**src/rtl/vgt_pkg.sv**
```systemverilog
// Shared types, constants and split tables for the voxel grid tetrahedralizer.
`default_nettype none
package vgt_pkg;

	localparam int CNT_W     = 7;
	localparam int CELL_W    = 6;
	localparam int ID_W      = 18;
	localparam int ROW_W     = 20;
	localparam int MAX_DIM   = 64;
	localparam int TETS      = 5;
	localparam int SLOT_W    = 3;
	localparam int PLANE_W   = 13;
	localparam int AREA_W    = 12;
	localparam int SPAN_W    = 6;
	localparam int Q_DEPTH   = 4;
	localparam int Q_PTR_W   = 2;
	localparam int Q_CNT_W   = 3;
	localparam int REG_IDX_W = 2;

	localparam logic [REG_IDX_W-1:0] REG_COUNT_X = 2'd0;
	localparam logic [REG_IDX_W-1:0] REG_COUNT_Y = 2'd1;
	localparam logic [REG_IDX_W-1:0] REG_COUNT_Z = 2'd2;

	localparam logic [CNT_W-1:0] COUNT_RESET = 7'd2;

	typedef logic [2:0] corner_t;

	// corner rows, already reversed
	localparam corner_t ODD_SPLIT [TETS][4] = '{
		'{3'd2, 3'd5, 3'd0, 3'd1},
		'{3'd6, 3'd7, 3'd2, 3'd5},
		'{3'd4, 3'd5, 3'd0, 3'd7},
		'{3'd3, 3'd7, 3'd0, 3'd2},
		'{3'd2, 3'd7, 3'd0, 3'd5}
	};
	localparam corner_t EVEN_SPLIT [TETS][4] = '{
		'{3'd0, 3'd4, 3'd1, 3'd3},
		'{3'd2, 3'd3, 3'd1, 3'd6},
		'{3'd5, 3'd6, 3'd1, 3'd4},
		'{3'd7, 3'd4, 3'd3, 3'd6},
		'{3'd4, 3'd6, 3'd1, 3'd3}
	};

	typedef struct packed {
		logic [ID_W-1:0]  base_id;
		logic [ROW_W-1:0] row_base;
		logic             odd;
		logic             bad;
	} cell_t;

	typedef struct packed {
		logic [PLANE_W-1:0] plane;
		logic [CNT_W-1:0]   line;
	} geom_t;

	function automatic logic [CNT_W-1:0] clamp_count(input logic [CNT_W-1:0] v);
		logic [CNT_W-1:0] r;
		r = (v > CNT_W'(MAX_DIM)) ? CNT_W'(MAX_DIM) : v;
		return r;
	endfunction

	// corner n: dx = n0^n1, dy = n1, dz = n2
	function automatic logic [ID_W-1:0] corner_id(input logic [ID_W-1:0] base,
			input geom_t g, input corner_t n);
		logic [ID_W-1:0] sum;
		sum = base + ((n[0] ^ n[1]) ? ID_W'(g.plane) : '0)
			+ (n[1] ? ID_W'(g.line) : '0) + ID_W'(n[2]);
		return sum;
	endfunction

endpackage
`default_nettype wire

```
**src/rtl/voxel_grid_tetrahedralizer_unit.sv**
```systemverilog
// Top level of the voxel grid tetrahedralizer.
// Usage:
//   cfg_wr_en/cfg_index/cfg_data write count_x (0), count_y (1), count_z (2);
//   values above 64 saturate. Write only while the unit is idle.
//   Slave channel takes one cell (i,j,k) per word; master channel gives one
//   word per tetrahedron: five for a cell inside the grid, last on the fifth,
//   or a single word with tuser (bad_cell) and tlast set and zero ids.
// Throughput: one result word per cycle while m_tready is high and cells wait; the
//   back end tetrahedron walk gives five words per valid cell and one per bad cell.
// A two-stage front end and a 4-entry queue sit ahead of the back end, so
//   cells keep being accepted while results wait on m_tready.
// Reset: counts return to 2, all pipeline, queue and output state is
//   emptied. A stalled receiver holds the output word; the queue then fills
//   and s_tready drops.
`default_nettype none
module voxel_grid_tetrahedralizer_unit
	import vgt_pkg::*;
(
	input  wire logic                 clk,
	input  wire logic                 arst_n,
	input  wire logic                 cfg_wr_en,
	input  wire logic [REG_IDX_W-1:0] cfg_index,
	input  wire logic [CNT_W-1:0]     cfg_data,
	input  wire logic                 s_tvalid,
	output logic                      s_tready,
	input  wire logic [23:0]          s_tdata,  // cell_i, cell_j, cell_k
	output logic                      m_tvalid,
	input  wire logic                 m_tready,
	output logic [95:0]               m_tdata,  // corner_a..corner_d, tet_row
	output logic                      m_tuser,  // bad_cell
	output logic                      m_tlast
);

	logic             push, full, pop, head_valid;
	cell_t            push_data, head;
	geom_t            geom;
	logic [ID_W-1:0]  corner_a, corner_b, corner_c, corner_d;
	logic [ROW_W-1:0] tet_row;

	vgt_front u_front (
		.clk       (clk),
		.arst_n    (arst_n),
		.cfg_wr_en (cfg_wr_en),
		.cfg_index (cfg_index),
		.cfg_data  (cfg_data),
		.in_valid  (s_tvalid),
		.in_ready  (s_tready),
		.cell_i    (s_tdata[5:0]),
		.cell_j    (s_tdata[11:6]),
		.cell_k    (s_tdata[17:12]),
		.push      (push),
		.push_data (push_data),
		.full      (full),
		.geom      (geom)
	);

	vgt_queue u_queue (
		.clk        (clk),
		.arst_n     (arst_n),
		.push       (push),
		.push_data  (push_data),
		.full       (full),
		.pop        (pop),
		.head_valid (head_valid),
		.head       (head)
	);

	vgt_back u_back (
		.clk        (clk),
		.arst_n     (arst_n),
		.head_valid (head_valid),
		.head       (head),
		.pop        (pop),
		.geom       (geom),
		.out_valid  (m_tvalid),
		.out_ready  (m_tready),
		.corner_a   (corner_a),
		.corner_b   (corner_b),
		.corner_c   (corner_c),
		.corner_d   (corner_d),
		.tet_row    (tet_row),
		.bad_cell   (m_tuser),
		.last       (m_tlast)
	);

	assign m_tdata = {4'b0000, tet_row, corner_d, corner_c, corner_b, corner_a};

endmodule
`default_nettype wire

```
**src/rtl/vgt_front.sv**
```systemverilog
// Front end: grid registers, cell check and base id / row computation.
`default_nettype none
module vgt_front
	import vgt_pkg::*;
(
	input  wire logic                 clk,
	input  wire logic                 arst_n,
	input  wire logic                 cfg_wr_en,
	input  wire logic [REG_IDX_W-1:0] cfg_index,
	input  wire logic [CNT_W-1:0]     cfg_data,
	input  wire logic                 in_valid,
	output logic                      in_ready,
	input  wire logic [CELL_W-1:0]    cell_i,
	input  wire logic [CELL_W-1:0]    cell_j,
	input  wire logic [CELL_W-1:0]    cell_k,
	output logic                      push,
	output cell_t                     push_data,
	input  wire logic                 full,
	output geom_t                     geom
);

	logic [CNT_W-1:0]   nx_q, ny_q, nz_q;
	logic [PLANE_W-1:0] plane_q;
	logic [AREA_W-1:0]  area_q;
	logic [SPAN_W-1:0]  zm1_q;

	logic [CNT_W-1:0]   wv;
	logic [2*CNT_W-1:0] plane_y, plane_z, area_y, area_z;
	logic [CNT_W-1:0]   wv_m1, ny_m1, nz_m1;

	logic                   v1_s1, v2_s2;
	logic [ID_W:0]          pa_s1;
	logic [PLANE_W-1:0]     pb_s1;
	logic [ID_W-1:0]        pr_s1;
	logic [AREA_W-1:0]      ps_s1;
	logic [CELL_W-1:0]      ck_s1;
	logic                   odd_s1, bad_s1;
	cell_t                  cell_s2;
	logic                   en1, en2;
	logic [ID_W:0]          cell_lin;
	logic [ROW_W-1:0]       row5;

	assign wv      = clamp_count(cfg_data);
	assign wv_m1   = wv - 1'b1;
	assign ny_m1   = ny_q - 1'b1;
	assign nz_m1   = nz_q - 1'b1;
	assign plane_y = (2*CNT_W)'(wv) * (2*CNT_W)'(nz_q);
	assign plane_z = (2*CNT_W)'(ny_q) * (2*CNT_W)'(wv);
	assign area_y  = (2*CNT_W)'(wv_m1) * (2*CNT_W)'(nz_m1);
	assign area_z  = (2*CNT_W)'(ny_m1) * (2*CNT_W)'(wv_m1);

	always_ff @(posedge clk or negedge arst_n) begin
		if (!arst_n) begin
			nx_q    <= COUNT_RESET;
			ny_q    <= COUNT_RESET;
			nz_q    <= COUNT_RESET;
			plane_q <= PLANE_W'(4);
			area_q  <= AREA_W'(1);
			zm1_q   <= SPAN_W'(1);
		end else if (cfg_wr_en) begin
			unique case (cfg_index)
				REG_COUNT_X: nx_q <= wv;
				REG_COUNT_Y: begin
					ny_q    <= wv;
					plane_q <= PLANE_W'(plane_y);
					area_q  <= AREA_W'(area_y);
				end
				REG_COUNT_Z: begin
					nz_q    <= wv;
					plane_q <= PLANE_W'(plane_z);
					area_q  <= AREA_W'(area_z);
					zm1_q   <= SPAN_W'(wv_m1);
				end
				default: ;
			endcase
		end
	end

	assign geom.plane = plane_q;
	assign geom.line  = nz_q;

	assign push     = v2_s2 && !full;
	assign en2      = !v2_s2 || !full;
	assign en1      = !v1_s1 || en2;
	assign in_ready = en1;

	always_ff @(posedge clk or negedge arst_n) begin
		if (!arst_n) begin
			v1_s1 <= 1'b0;
			v2_s2 <= 1'b0;
		end else begin
			if (en1) v1_s1 <= in_valid;
			if (en2) v2_s2 <= v1_s1;
		end
	end

	always_ff @(posedge clk) begin
		if (en1 && in_valid) begin
			pa_s1  <= (ID_W+1)'(cell_i) * (ID_W+1)'(plane_q);
			pb_s1  <= PLANE_W'(cell_j) * PLANE_W'(nz_q);
			pr_s1  <= ID_W'(cell_i) * ID_W'(area_q);
			ps_s1  <= AREA_W'(cell_j) * AREA_W'(zm1_q);
			ck_s1  <= cell_k;
			odd_s1 <= cell_i[0] ^ cell_j[0] ^ cell_k[0];
			bad_s1 <= !(({1'b0, cell_i} + 1'b1) < nx_q && ({1'b0, cell_j} + 1'b1) < ny_q
				&& ({1'b0, cell_k} + 1'b1) < nz_q);
		end
	end

	assign cell_lin = (ID_W+1)'(pr_s1) + (ID_W+1)'(ps_s1) + (ID_W+1)'(ck_s1);
	assign row5     = ROW_W'(cell_lin) + ROW_W'({cell_lin, 2'b00});

	always_ff @(posedge clk) begin
		if (en2 && v1_s1) begin
			cell_s2.base_id  <= ID_W'(pa_s1 + (ID_W+1)'(pb_s1) + (ID_W+1)'(ck_s1));
			cell_s2.row_base <= row5;
			cell_s2.odd      <= odd_s1;
			cell_s2.bad      <= bad_s1;
		end
	end

	assign push_data = cell_s2;

endmodule
`default_nettype wire

```
**src/rtl/vgt_queue.sv**
```systemverilog
// Short queue of classified cells between front and back.
`default_nettype none
module vgt_queue
	import vgt_pkg::*;
(
	input  wire logic clk,
	input  wire logic arst_n,
	input  wire logic push,
	input  cell_t     push_data,
	output logic      full,
	input  wire logic pop,
	output logic      head_valid,
	output cell_t     head
);

	cell_t              mem_q [Q_DEPTH];
	logic [Q_PTR_W-1:0] wr_q, rd_q;
	logic [Q_CNT_W-1:0] cnt_q;

	assign full       = cnt_q == Q_CNT_W'(Q_DEPTH);
	assign head_valid = cnt_q != '0;
	assign head       = mem_q[rd_q];

	always_ff @(posedge clk or negedge arst_n) begin
		if (!arst_n) begin
			wr_q  <= '0;
			rd_q  <= '0;
			cnt_q <= '0;
		end else begin
			if (push) wr_q <= wr_q + 1'b1;
			if (pop) rd_q <= rd_q + 1'b1;
			if (push && !pop) cnt_q <= cnt_q + 1'b1;
			else if (pop && !push) cnt_q <= cnt_q - 1'b1;
		end
	end

	always_ff @(posedge clk) begin
		if (push) mem_q[wr_q] <= push_data;
	end

`ifndef NO_ASSERTIONS
	a_no_overflow: assert property (@(posedge clk) disable iff (!arst_n)
		full |-> !push)
		else $error("queue push while full");
	a_no_underflow: assert property (@(posedge clk) disable iff (!arst_n)
		pop |-> head_valid)
		else $error("queue pop while empty");
`endif

endmodule
`default_nettype wire

```
**src/rtl/vgt_back.sv**
```systemverilog
// Back end: walks a cell's five tetrahedra (one word if bad) into the output register.
`default_nettype none
module vgt_back
	import vgt_pkg::*;
(
	input  wire logic          clk,
	input  wire logic          arst_n,
	input  wire logic          head_valid,
	input  cell_t              head,
	output logic               pop,
	input  geom_t              geom,
	output logic               out_valid,
	input  wire logic          out_ready,
	output logic [ID_W-1:0]    corner_a,
	output logic [ID_W-1:0]    corner_b,
	output logic [ID_W-1:0]    corner_c,
	output logic [ID_W-1:0]    corner_d,
	output logic [ROW_W-1:0]   tet_row,
	output logic               bad_cell,
	output logic               last
);

	cell_t             cur_q;
	logic              cur_v_q;
	logic [SLOT_W-1:0] slot_q;
	logic              adv, fin;
	corner_t           n0, n1, n2, n3;

	logic              out_v_q;
	logic [ID_W-1:0]   a_q, b_q, c_q, d_q;
	logic [ROW_W-1:0]  row_q;
	logic              bad_q, last_q;

	assign adv = cur_v_q && (!out_v_q || out_ready);
	assign fin = adv && (cur_q.bad || slot_q == SLOT_W'(TETS - 1));
	assign pop = head_valid && (!cur_v_q || fin);

	always_comb begin
		if (cur_q.odd) begin
			n0 = ODD_SPLIT[slot_q][0];
			n1 = ODD_SPLIT[slot_q][1];
			n2 = ODD_SPLIT[slot_q][2];
			n3 = ODD_SPLIT[slot_q][3];
		end else begin
			n0 = EVEN_SPLIT[slot_q][0];
			n1 = EVEN_SPLIT[slot_q][1];
			n2 = EVEN_SPLIT[slot_q][2];
			n3 = EVEN_SPLIT[slot_q][3];
		end
	end

	always_ff @(posedge clk or negedge arst_n) begin
		if (!arst_n) begin
			cur_v_q <= 1'b0;
			slot_q  <= '0;
			out_v_q <= 1'b0;
		end else begin
			if (pop) begin
				cur_v_q <= 1'b1;
				slot_q  <= '0;
			end else if (fin) begin
				cur_v_q <= 1'b0;
			end else if (adv) begin
				slot_q <= slot_q + 1'b1;
			end
			if (adv) out_v_q <= 1'b1;
			else if (out_ready) out_v_q <= 1'b0;
		end
	end

	always_ff @(posedge clk) begin
		if (pop) cur_q <= head;
		if (adv) begin
			bad_q  <= cur_q.bad;
			last_q <= fin;
			if (cur_q.bad) begin
				a_q   <= '0;
				b_q   <= '0;
				c_q   <= '0;
				d_q   <= '0;
				row_q <= '0;
			end else begin
				a_q   <= corner_id(cur_q.base_id, geom, n0);
				b_q   <= corner_id(cur_q.base_id, geom, n1);
				c_q   <= corner_id(cur_q.base_id, geom, n2);
				d_q   <= corner_id(cur_q.base_id, geom, n3);
				row_q <= cur_q.row_base + ROW_W'(slot_q);
			end
		end
	end

	assign out_valid = out_v_q;
	assign corner_a  = a_q;
	assign corner_b  = b_q;
	assign corner_c  = c_q;
	assign corner_d  = d_q;
	assign tet_row   = row_q;
	assign bad_cell  = bad_q;
	assign last      = last_q;

`ifndef NO_ASSERTIONS
	a_slot_range: assert property (@(posedge clk) disable iff (!arst_n)
		cur_v_q |-> slot_q < SLOT_W'(TETS))
		else $error("slot counter out of range");
	a_bad_is_last: assert property (@(posedge clk) disable iff (!arst_n)
		out_v_q && bad_q |-> last_q && row_q == '0 && a_q == '0)
		else $error("bad cell word not single and zeroed");
	a_last_on_fifth: assert property (@(posedge clk) disable iff (!arst_n)
		adv && !cur_q.bad |=> last_q == ($past(slot_q) == SLOT_W'(TETS - 1)))
		else $error("last flag on wrong slot");
`endif

endmodule
`default_nettype wire
```
**config.mk**
```make
export PLATFORM = sky130hd
export DESIGN_NAME = voxel_grid_tetrahedralizer_unit
export DESIGN_NICKNAME = d
export VERILOG_FILES = /design/src/rtl/vgt_pkg.sv /design/src/rtl/voxel_grid_tetrahedralizer_unit.sv /design/src/rtl/vgt_front.sv /design/src/rtl/vgt_queue.sv /design/src/rtl/vgt_back.sv
export SDC_FILE = /design/constraint.sdc
export NUM_CORES = 2
export LEC_CHECK = 0
export ABC_CLOCK_PERIOD_IN_PS = 18600
export BUFFER_PORTS_ARGS = -buffer_cell sky130_fd_sc_hd__buf_2
export CAP_MARGIN = 20
export CORE_UTILIZATION = 65
export CTS_CLUSTER_DIAMETER = 150
export DETAILED_ROUTE_END_ITERATION = 6
export GPL_ROUTABILITY_DRIVEN = 0
export PLACE_DENSITY = 0.83
export REMOVE_ABC_BUFFERS = 1
export SLEW_MARGIN = 20
export SYNTH_ARGS = -nofsm -noshare
export SYNTH_HDL_FRONTEND = slang
export SYNTH_SLANG_ARGS = --single-unit
```
**constraint.sdc**
```tcl
create_clock -name clk -period 18.6 [get_ports clk]
set_clock_uncertainty 0.05 [all_clocks]
set_input_delay 0.93 -clock clk [delete_from_list [all_inputs] [get_ports clk]]
set_output_delay 0.93 -clock clk [all_outputs]
set_load 0.02 [all_outputs]
```
==> PnR_summary.wiki <==
{| class="wikitable"
! Metric !! Value
|-
| FFs w/ async S/R, synth || 14.1%
|-
| Via total after detailed routing || 25,100
|-
| Nets || 4,123
|-
| Clock tree buffer depth || 3
|-
| WL met3 || 5560 um
|-
| Distinct cells, synth || 71
|-
| Number of flops mapped to enable cells by yosys || 403
|-
| First-pass DRT Iterations || 6
|-
| Latest clock arrival within the worst-skew pair || 0.62 ns
|-
| Kind of critical path || primary input to flop
|-
| Highest clock rate || 143 MHz
|-
| Area grow syn2layout || 8.50%
|-
| Yosys warnings || 0
|-
| Number of buffers created by CTS || 48
|-
| Initial antenna violation count || 3
|-
| CP Capture Type || flop
|-
| DR iter-0 viols || 1,863
|-
| GR Overflow Total || 0
|-
| Area used by sequential logic in the layout || 0.0138 sq mm
|-
| Startpoint kind of the worst setup timing path || primary input
|-
| Most used DFF post-synth || sky130_fd_sc_hd__edfxtp_1
|-
| Width of the die || 238 um
|-
| DR vias/cell || 5.94
|-
| Average routed wire per standard cell || 19.1 um
|-
| Proportion of layout cells with a drive suffix above 1 || 9.36%
|-
| Number of buffers inserted by hold repair at cts || 0
|-
| Initial core utilization || 65.7%
|-
| Vias in the first global route || 26,300
|-
| Critical Path AT || 7.44 ns
|-
| Post-Synthesis Cells || 3,369
|-
| Portion of the post-synthesis area used by sequential elements || 38.0%
|-
| Result of the run || finished clean
|-
| Cell Area, Synth || 0.0362 sq mm
|-
| Port Buffers || 127
|-
| Share of the cycle needed by the critical path after routing || 37.7%
|-
| Total placed cells including tap cells || 4,140
|-
| Wire length on met2 || 41,000 um
|-
| Unrepaired setup endpoints after global routing || no
|-
| Number of core rows || 86
|-
| Remaining DRCs || 0
|-
| Multi-input gate area in the final layout || 0.0206 sq mm
|-
| Min Tclk post-route || 7.01 ns
|-
| Flop and latch count out of synthesis || 469
|-
| Number of inserted diodes || 0
|-
| Wire length of the first global-routing pass || 130,000 um
|-
| Mean instance size in the synthesized netlist || 10.7 sq um
|-
| Die span in y || 238 um
|-
| Final standard cell utilization of the core || 71.2%
|-
| HPWL after DPL || 58,200 um
|-
| Num ports || 138
|-
| # clock sinks || 469
|-
| Setup Buffers After CTS || 0
|-
| Total number of H-tree levels || 2
|-
| Total die area || 0.0566 sq mm
|-
| Aggregate global-route resource usage || 29.1%
|-
| Worst endpoint required time || 19.03 ns
|-
| Worst-path maximum fanout || 30
|-
| Worst-path clk slew || 0.06 ns
|-
| Worst slew margin || 28.1%
|-
| Final setup vio count || 0
|-
| Clock tree from TritonCTS || done
|-
| Worst-margin pin slew || 1.08 ns
|-
| Max capacitance violation total || 0
|-
| Register-to-Register Setup Slack || 12.32 ns
|-
| Final wirelength || 80,800 um
|-
| Max Transition Viols Final || 0
|-
| Number of fill cells || 3,702
|-
| Total negative slack for setup checks || 0 ns
|-
| Core region area || 0.0551 sq mm
|-
| Post-CTS sizing || 0
|-
| Largest net degree at the start of global routing || 93
|-
| Cell chosen for the clock root || sky130_fd_sc_hd__clkbuf_16
|-
| Fin cells || 4,231
|-
| Path category of the worst min-delay check || flop to flop
|-
| Uppermost layer routed || met5
|-
| Met1 wire length || 30,700 um
|-
| Final count of hold timing violations || 0
|-
| Routed Antenna Nets || 0
|}
## synth_stat cells (all sizes together), types with 32 or more instances
master / n / area (sq um)
inv: 371 / 1390
xnor2: 154 / 1350
o21ai: 131 / 659
xor2: 70 / 613
nand3: 34 / 170
nor2: 271 / 1020
nor2b: 41 / 257
fa: 264 / 5290
clkbuf: 106 / 398
ha: 378 / 4730
mux4: 40 / 901
nand2: 409 / 1540
and2: 116 / 726
a21o: 32 / 240
a21oi: 108 / 552
dfrtp: 60 / 1500
nor3: 74 / 375
or2: 35 / 219
edfxtp: 403 / 12100
## worst max-delay path: stages
cell and delay [ns]:
sky130_fd_sc_hd__buf_2 0.27, sky130_fd_sc_hd__nor2b_1 0.73, sky130_fd_sc_hd__clkinv_1 0.57, sky130_fd_sc_hd__ha_1 0.43, sky130_fd_sc_hd__xnor2_1 0.17, sky130_fd_sc_hd__buf_4 0.26
sky130_fd_sc_hd__or2_2 0.32, sky130_fd_sc_hd__fa_1 0.47, sky130_fd_sc_hd__fa_1 0.54, sky130_fd_sc_hd__inv_1 0.06, sky130_fd_sc_hd__fa_1 0.53, sky130_fd_sc_hd__inv_1 0.05
sky130_fd_sc_hd__fa_1 0.52, sky130_fd_sc_hd__inv_1 0.04, sky130_fd_sc_hd__ha_1 0.34, sky130_fd_sc_hd__nand2_1 0.10, sky130_fd_sc_hd__o21ai_1 0.08, sky130_fd_sc_hd__o41ai_1 0.42
sky130_fd_sc_hd__o21ai_0 0.21, sky130_fd_sc_hd__xnor2_1 0.16, sky130_fd_sc_hd__mux2i_1 0.16, sky130_fd_sc_hd__o21ai_1 0.07
## layer usage
metal,global-route usage [%],up-vias
li1,-,11500
met1,34.7,12300
met2,52.0,1055
met3,4.20,268
met4,13.5,2
met5,0,-
## state kept, by name, indices dropped and copies added, names as in the netlist, 7 cells and up
name and cells:
u_queue.mem_q 160, u_back.cur_q 40, u_front.push_data 40, u_back.tet_row 20, u_back.corner_a 18, u_back.corner_b 18, u_back.corner_c 18, u_back.corner_d 18
u_front.pa_s1 18, u_front.pr_s1 18, u_front.pb_s1 13, u_front.plane_q 13, u_front.area_q 12, u_front.ps_s1 12, u_front.nx_q 7, u_front.ny_q 7
u_front.nz_q 7
## layout make-up
cell class                 count  area share [%]
clock inverter                30            1.23
tap                          748            2.38
multi-input combinational   2406            52.4
inverter                     372            3.56
sequential                   469            35.1
clock buffer                  60            3.35
timing repair buffer         146            2.03
## through the flow
step / setup slack [ns] / hold slack, ns / instance area [sq um]
after floorplan: 11.41 / 0.350 / 35700
after global placement: 11.17 / 0.359 / 37400
after detailed placement: 11.06 / 0.379 / 37400
after CTS: 11.67 / 0.375 / 39200
after global routing: 11.25 / 0.380 / 39200
final: 11.59 / 0.372 / 39200
## layout by cell type (no fill, tap or decap), types with 48 or more instances in the layout
cell,synthesis,final
sky130_fd_sc_hd__nor2_1,271,271
sky130_fd_sc_hd__ha_1,378,378
sky130_fd_sc_hd__fa_1,264,264
sky130_fd_sc_hd__buf_2,1,127
sky130_fd_sc_hd__a21oi_1,105,104
sky130_fd_sc_hd__inv_1,369,369
sky130_fd_sc_hd__clkbuf_16,0,48
sky130_fd_sc_hd__dfrtp_1,60,59
sky130_fd_sc_hd__nand2_1,409,409
sky130_fd_sc_hd__nor3_1,73,73
sky130_fd_sc_hd__and2_1,116,110
sky130_fd_sc_hd__xnor2_1,154,154
sky130_fd_sc_hd__xor2_1,70,70
sky130_fd_sc_hd__edfxtp_1,403,403
sky130_fd_sc_hd__o21ai_0,100,100
## kinds of logic (layout without fill, tap and decap cells)
family                   after synthesis  in the layout  share of synthesized area [%]
other                                  1              4                         0.0104
flip-flops                           469            469                           38.0
AND/OR/NAND/NOR                     1064           1064                           13.4
adder cells (fa/ha/maj)              642            642                           27.7
AO/OA/AOI/OAI                        406            406                           6.97
XOR/XNOR                             224            224                           5.42
buffers and inverters                497            608                           5.24
multiplexers                          66             66                           3.23
## worst paths after layout
path / start / cells after the start / to
worst min register to register: u_front.bad_s1 / 0 / u_front.push_data[0]
worst max register to register: u_front.nz_q[0] / 19 / u_front.area_q[11]
worst min-delay path: u_front.bad_s1 / 0 / u_front.push_data[0]
worst max-delay path: cfg_data[6] / 22 / u_front.area_q[11]
max in group asynchronous: arst_n / 2 / u_queue.rd_q[0]
min in group asynchronous: arst_n / 2 / u_front.ny_q[5]
Power is left out: the tool's default activity adds up to more than one toggle a clock period on the data nets, which glitch-free logic cannot reach.
